`src/mexp_pkg.sv`:
```
package mexp_pkg;

	// width of the residue field on the result stream
	localparam int unsigned RESIDUE_WIDTH = 16;

	// sequencer states
	typedef enum logic [4:0] {
		ST_IDLE = 5'b00001,
		ST_RED  = 5'b00010,
		ST_MUL  = 5'b00100,
		ST_SQR  = 5'b01000,
		ST_DONE = 5'b10000
	} state_t;

endpackage

```
`src/modular_exponentiation_16.sv`:
```
// Modular exponentiation, base^power mod modulus_value, by right-to-left binary
// square-and-multiply over OPERAND_WIDTH-bit unsigned operands. One input transfer
// gives exactly one result transfer. A zero modulus sets the zero_modulus flag in
// m_tuser and returns residue 0 through the ST_DONE state and the output register.
// Otherwise one shared bit-serial modular multiplier does all the work: it takes one
// multiplier bit per cycle (double, conditionally add, reduce twice by compare and
// subtract), and every reduction or product is one pass over all OPERAND_WIDTH
// multiplier bits. An item runs one pass to reduce the base, then for each exponent
// bit from the lowest up a multiply pass if the bit is set and a squaring pass, with
// no squaring after the highest set bit. Exponent zero returns 1 for every nonzero
// modulus, also for a modulus of 1. The block takes one item at a time; s_tready is
// high whenever the sequencer is idle, even while the previous result still waits in
// the output register. residue is the low 16 bits of the result, zero-extended when
// the operand width is narrower.
module modular_exponentiation_16 #(
	parameter int unsigned OPERAND_WIDTH = 16
) (
	input  logic                                       clk,
	input  logic                                       arst_n,
	// input stream
	input  logic                                       s_tvalid,
	output logic                                       s_tready,
	// base_value, power, modulus_value from the lowest bit up, zero padded to bytes
	input  logic [((3 * OPERAND_WIDTH + 7) / 8) * 8 - 1:0] s_tdata,
	// result stream
	output logic                                       m_tvalid,
	input  logic                                       m_tready,
	// residue
	output logic [mexp_pkg::RESIDUE_WIDTH - 1:0]       m_tdata,
	// zero_modulus
	output logic                                       m_tuser
);

	localparam int unsigned W  = OPERAND_WIDTH;
	localparam int unsigned CW = $clog2(OPERAND_WIDTH);

	mexp_pkg::state_t st_q, nxt_st;

	// operand registers
	logic [W - 1:0]  base_q;    // current base power, reduced
	logic [W - 1:0]  exp_q;     // remaining exponent bits
	logic [W - 1:0]  mod_q;
	logic [W - 1:0]  acc_q;     // running result, starts at 1 (0 for a zero modulus)
	logic            zm_q;

	// bit-serial multiplier state
	logic [W - 1:0]  mlt_q;     // multiplier, shifted out msb first
	logic [W - 1:0]  add_q;     // multiplicand, below the modulus
	logic [W - 1:0]  r_q;       // partial remainder
	logic [CW - 1:0] cnt_q;

	// input field split
	logic [W - 1:0]  in_base, in_exp, in_mod;
	logic            s_fire;

	// one step of the multiplier
	logic [W:0]      dbl, dbl_red, sum, sum_red, mod_ext;
	logic [W - 1:0]  res;
	logic            unit_last;

	// next launch of the multiplier
	logic [W - 1:0]  b_cur, e_chk, nxt_mlt, nxt_add;

	// residue formatting
	logic [W + mexp_pkg::RESIDUE_WIDTH - 1:0] acc_ext;

	assign in_base = s_tdata[W - 1:0];
	assign in_exp  = s_tdata[2 * W - 1:W];
	assign in_mod  = s_tdata[3 * W - 1:2 * W];

	assign s_tready = (st_q == mexp_pkg::ST_IDLE);
	assign s_fire   = s_tvalid && s_tready;

	// r = 2r + bit * addend, kept below the modulus
	assign mod_ext = {1'b0, mod_q};
	assign dbl     = {r_q, 1'b0};
	assign dbl_red = (dbl >= mod_ext) ? (dbl - mod_ext) : dbl;
	assign sum     = dbl_red + (mlt_q[W - 1] ? {1'b0, add_q} : {(W + 1){1'b0}});
	assign sum_red = (sum >= mod_ext) ? (sum - mod_ext) : sum;
	assign res     = sum_red[W - 1:0];

	assign unit_last = (cnt_q == '0);

	// what the multiplier does after the current pass
	always_comb begin
		b_cur   = (st_q == mexp_pkg::ST_MUL) ? base_q : res;
		e_chk   = (st_q == mexp_pkg::ST_RED) ? exp_q : (exp_q >> 1);
		nxt_st  = mexp_pkg::ST_DONE;
		nxt_mlt = b_cur;
		nxt_add = b_cur;
		priority if (e_chk == '0) begin
			nxt_st = mexp_pkg::ST_DONE;
		end else if (st_q == mexp_pkg::ST_MUL) begin
			nxt_st = mexp_pkg::ST_SQR;
		end else if (e_chk[0]) begin
			// multiply the running result by the fresh base
			nxt_st  = mexp_pkg::ST_MUL;
			nxt_mlt = acc_q;
		end else begin
			nxt_st = mexp_pkg::ST_SQR;
		end
	end

	assign acc_ext = {{mexp_pkg::RESIDUE_WIDTH{1'b0}}, acc_q};

	// control registers
	always_ff @(posedge clk or negedge arst_n) begin
		if (!arst_n) begin
			st_q     <= mexp_pkg::ST_IDLE;
			m_tvalid <= 1'b0;
		end else begin
			// a finished result loads the output register once it is free
			if ((st_q == mexp_pkg::ST_DONE) && (!m_tvalid || m_tready)) begin
				m_tvalid <= 1'b1;
			end else if (m_tvalid && m_tready) begin
				m_tvalid <= 1'b0;
			end
			unique case (st_q)
				mexp_pkg::ST_IDLE: begin
					if (s_fire) begin
						st_q <= (in_mod == '0) ? mexp_pkg::ST_DONE : mexp_pkg::ST_RED;
					end
				end
				mexp_pkg::ST_RED, mexp_pkg::ST_MUL, mexp_pkg::ST_SQR: begin
					if (unit_last) begin
						st_q <= nxt_st;
					end
				end
				mexp_pkg::ST_DONE: begin
					if (!m_tvalid || m_tready) begin
						st_q <= mexp_pkg::ST_IDLE;
					end
				end
				default: begin
					st_q <= mexp_pkg::ST_IDLE;
				end
			endcase
		end
	end

	// datapath registers
	always_ff @(posedge clk) begin
		unique case (st_q)
			mexp_pkg::ST_IDLE: begin
				if (s_fire) begin
					base_q <= in_base;
					exp_q  <= in_exp;
					mod_q  <= in_mod;
					zm_q   <= (in_mod == '0);
					acc_q  <= (in_mod == '0) ? '0 : W'(1);
					// first pass reduces the base: multiplier bits are the base, addend 1
					mlt_q  <= in_base;
					add_q  <= W'(1);
					r_q    <= '0;
					cnt_q  <= CW'(W - 1);
				end
			end
			mexp_pkg::ST_RED, mexp_pkg::ST_MUL, mexp_pkg::ST_SQR: begin
				if (unit_last) begin
					if (st_q == mexp_pkg::ST_MUL) begin
						acc_q <= res;
					end else begin
						base_q <= res;
					end
					if (st_q == mexp_pkg::ST_SQR) begin
						exp_q <= exp_q >> 1;
					end
					mlt_q <= nxt_mlt;
					add_q <= nxt_add;
					r_q   <= '0;
					cnt_q <= CW'(W - 1);
				end else begin
					mlt_q <= mlt_q << 1;
					r_q   <= res;
					cnt_q <= cnt_q - CW'(1);
				end
			end
			mexp_pkg::ST_DONE: begin
				if (!m_tvalid || m_tready) begin
					m_tdata <= acc_ext[mexp_pkg::RESIDUE_WIDTH - 1:0];
					m_tuser <= zm_q;
				end
			end
			default: begin
			end
		endcase
	end

	// partial remainder stays reduced throughout a multiplier pass
	a_rem_reduced: assert property (@(posedge clk) disable iff (!arst_n)
		(st_q == mexp_pkg::ST_RED || st_q == mexp_pkg::ST_MUL || st_q == mexp_pkg::ST_SQR)
		|-> (r_q < mod_q))
		else $error("partial remainder not below modulus");

	// a multiply pass only runs for a set exponent bit
	a_mul_bit: assert property (@(posedge clk) disable iff (!arst_n)
		(st_q == mexp_pkg::ST_MUL) |-> exp_q[0])
		else $error("multiply pass with clear exponent bit");

	// a nonzero modulus always starts with the base reduction
	a_start_red: assert property (@(posedge clk) disable iff (!arst_n)
		(s_fire && (in_mod != '0)) |=> (st_q == mexp_pkg::ST_RED))
		else $error("base reduction skipped");

	// flagged results carry residue zero
	a_zm_zero: assert property (@(posedge clk) disable iff (!arst_n)
		(m_tvalid && m_tuser) |-> (m_tdata == '0))
		else $error("zero modulus with nonzero residue");

endmodule

```
`config.mk`:
```
export PLATFORM = sky130hd
export DESIGN_NAME = modular_exponentiation_16
export DESIGN_NICKNAME = d
export VERILOG_FILES = /design/src/mexp_pkg.sv /design/src/modular_exponentiation_16.sv
export SDC_FILE = /design/constraint.sdc
export NUM_CORES = 1
export LEC_CHECK = 0
export BUFFER_PORTS_ARGS = -buffer_cell sky130_fd_sc_hd__buf_2
export CORE_ASPECT_RATIO = 1.2
export CORE_MARGIN = 5
export CORE_UTILIZATION = 40
export DETAILED_ROUTE_END_ITERATION = 12
export GPL_TIMING_DRIVEN = 0
export SKIP_CTS_REPAIR_TIMING = 1
export SYNTH_ARGS = -nofsm -noshare
export SYNTH_HDL_FRONTEND = slang
export SYNTH_SLANG_ARGS = --single-unit
```
`constraint.sdc`:
```
create_clock -name clk -period 10 [get_ports clk]
set_clock_uncertainty 0.15 [all_clocks]
set_input_delay 1 -clock clk [delete_from_list [all_inputs] [get_ports clk]]
set_output_delay 1 -clock clk [all_outputs]
set_load 0.005 [all_outputs]
```
==> impl_metrics.yaml <==
critical_path:
  cp-end-kind: "flop"
  worstSetupPathType: "flop to flop"
  slowest_delay_ns: 0.64
  slowest_stage: "mux2i_1"
  cp.arrival_ns: 7.50
  startpoint: "mod_q[4]"
  regToRegStartpoint: "mod_q[4]"
  critPathRequiredTime_ns: 10.03
  r2r_slack_ns: 2.53
  cpLargestDelayFamily: "compound AO/OA/AOI/OAI gates"
  start_kind: "flop"
  cp_max_fo: 10
  critPathBufInv: 3
  r2r_cells: 29
  r2r-end: "base_q[6]"
layout:
  drive_gt1_frac: 0.1488
  antenna_cells: 0
  area_growth_pct: 16.00
  final_nets: 1026
  final_core_util: 0.4685
global_routing:
  grt_max_degree: 33
  antenna_found_initial: 0
  grt-ovfl-total: 0
  grt_pass1_vias: 6593
  grt_usage: 0.1939
  grt_pass1_wl_mm: 35.66
yosys:
  synthTopCellsByArea: "edfxtp_1, ha_1, nand2_1"
  syn_area_per_cell_um2: 10.15
  ys_async_sr_fraction: 0.04286
  ys_types: 64
  synth-seq-cells: 140
  seq_area_frac_synth: 0.4964
  synth_edf_count: 134
  synth_top_area_share: 0.4784
  synth_top_area_cell: "edfxtp_1"
  synth.cell_area_um2: 8412
  synth_flop_cell: "edfxtp_1"
  synth_cells: 829
  ys_warn_count: 0
  syn_nets: 934
route:
  drc: 0
  drt_iter0_drc: 350
  firstDrtPassIters: 5
  vias: 6632
  routed_wl_mm: 23.20
  via_per_inst: 5.508
  ant_nets: 0
  wl_per_cell_um: 19.27
sta:
  min_period_ns: 7.471
  drv_slew: 0
  tns_ns: 0
  grt_setup_unrepaired: "false"
  finalHoldViolCount: 0
  fmax_mhz: 133.9
  worst_pin_slew_ns: 1.316
  setup_violations: 0
  period_share: 0.7471
  relSlewSlack: 0.1216
floorplan:
  io_pins: 71
  num_rows: 58
  core_area_um2: 20830
  die-area_um2: 24040
  die_h_um: 168.9
  die_w_um: 142.4
  start_util: 0.4039
cts:
  path_clk_slew_ns: 0.07
  clock_latency_ns: 0.42
  cts_max_path_buffers: 2
  root_buffer: "clkbuf_16"
  cts_tree: "yes"
  h-tree-depth: 4
  tritoncts.num_buffers: 17
  cts.sinks: 140
run:
  maxCapViolCount: 0
worst_hold_path:
  hp-class: "primary input to async pin"
placed_design:
  dpl.hpwl_mm: 17.90
  place.gp.congestion: 0.9337
  portBuffers: 70
run_status:
  status: "finished, final reports clean"
==> cell type report <==
type | instances | area (µm²)
plain buffers | 28 | 130.1
fillers | 1934 | 11070
clock inverters | 15 | 161.4
multi-input cells | 619 | 3970
clock buffers | 17 | 425.4
well taps | 270 | 337.8
repair buffers | 73 | 400.4
inverters | 42 | 157.7
flip-flops and latches | 140 | 4175
==> placed cells by master (no fill, tap or decap), drive strengths merged, types with 5 or more instances in the layout <==
master	n
a211oi	6
a21o	17
a21oi	77
a31oi	9
and2	21
and3	6
buf	81
clkbuf	37
clkinv	6
dfrtp	5
edfxtp	134
ha	50
inv	47
mux2	11
mux2i	13
nand2	116
nand2b	9
nand3	15
nand4	6
nor2	75
nor3	12
nor4	7
o21ai	56
o21bai	9
o221ai	5
xnor2	36
xor2	7
==> stage by stage <==
step | hold slack (ns) | setup slack [ns] | std cells | instance area [µm²]
final | 0.2463 | 2.529 | 1204 | 9758
after detailed placement | 0.2633 | 2.548 | 1172 | 9169
after floorplan | 0.2503 | 3.825 | 829 | 8412
after global placement | 0.2739 | 2.452 | 1169 | 9100
after global routing | 0.2443 | 1.994 | 1204 | 9758
after CTS | 0.2388 | 2.515 | 1204 | 9756
==> synth_stat cells, types with 9 or more instances <==
master and instances:
clkbuf_1 20, a21oi_1 73, edfxtp_1 134, xnor2_1 36, a21o_1 17, o21ai_0 49, nand3_1 15, mux2i_1 12
ha_1 50, inv_1 42, nor3_1 12, o21bai_1 9, nand2b_1 9, and2_1 21, nor2_1 75, nand2_1 116
mux2_2 10, a31oi_1 9
==> how the worst max path moves through the flow <==
| stage | end | slack, ns | cells after the start |
|---|---|---|---|
| final | base_q[6] | 2.53 | 29 |
| after global routing | base_q[10] | 1.99 | 29 |
| after floorplan | mlt_q[1] | 3.82 | 28 |
| after global placement | base_q[10] | 2.45 | 30 |
| after CTS | base_q[7] | 2.51 | 29 |
| after detailed placement | base_q[7] | 2.55 | 29 |
==> cells by family (layout without fill, tap and decap cells) <==
family / Yosys count / in the layout / synth area share
fa+ha+maj: 53 / 53 / 0.08151
compound gates: 215 / 215 / 0.1599
flops: 140 / 140 / 0.4964
mux: 24 / 24 / 0.03064
xor+xnor: 43 / 43 / 0.04477
simple gates: 284 / 284 / 0.1526
buf+inv: 70 / 175 / 0.03421
==> per-layer routing <==
layer	GRT usage	vias to the layer above	routed length [µm]
met5	0	-	0
met3	0.02910	54	1097
met1	0.2349	3171	9407
met4	0.09260	0	1005
met2	0.3366	195	11690
li1	-	3212	-
==> registers in the layout (all words and copies together), names as in the netlist <==
| name | count |
|---|---|
| acc_q | 16 |
| add_q | 16 |
| base_q | 16 |
| exp_q | 16 |
| m_tdata | 16 |
| mlt_q | 16 |
| mod_q | 16 |
| r_q | 16 |
| st_q | 5 |
| cnt_q | 4 |
| m_tuser | 1 |
| m_tvalid | 1 |
| zm_q | 1 |
==> worst reg2reg max path: cells and delay by family, from the launching register on <==
family	cells	cell delay, ns
xor gates and xnor gates	1	0.12
adders and majority gates	3	0.91
DFF	1	0.32
muxes	2	1.07
buffers and inverters	3	0.72
and+or+nand+nor	7	1.42
AOI/OAI and AO/OA	13	2.55
Power is not shown: default switching activity piles up to over one toggle a cycle in this logic, so the estimate is an artifact.
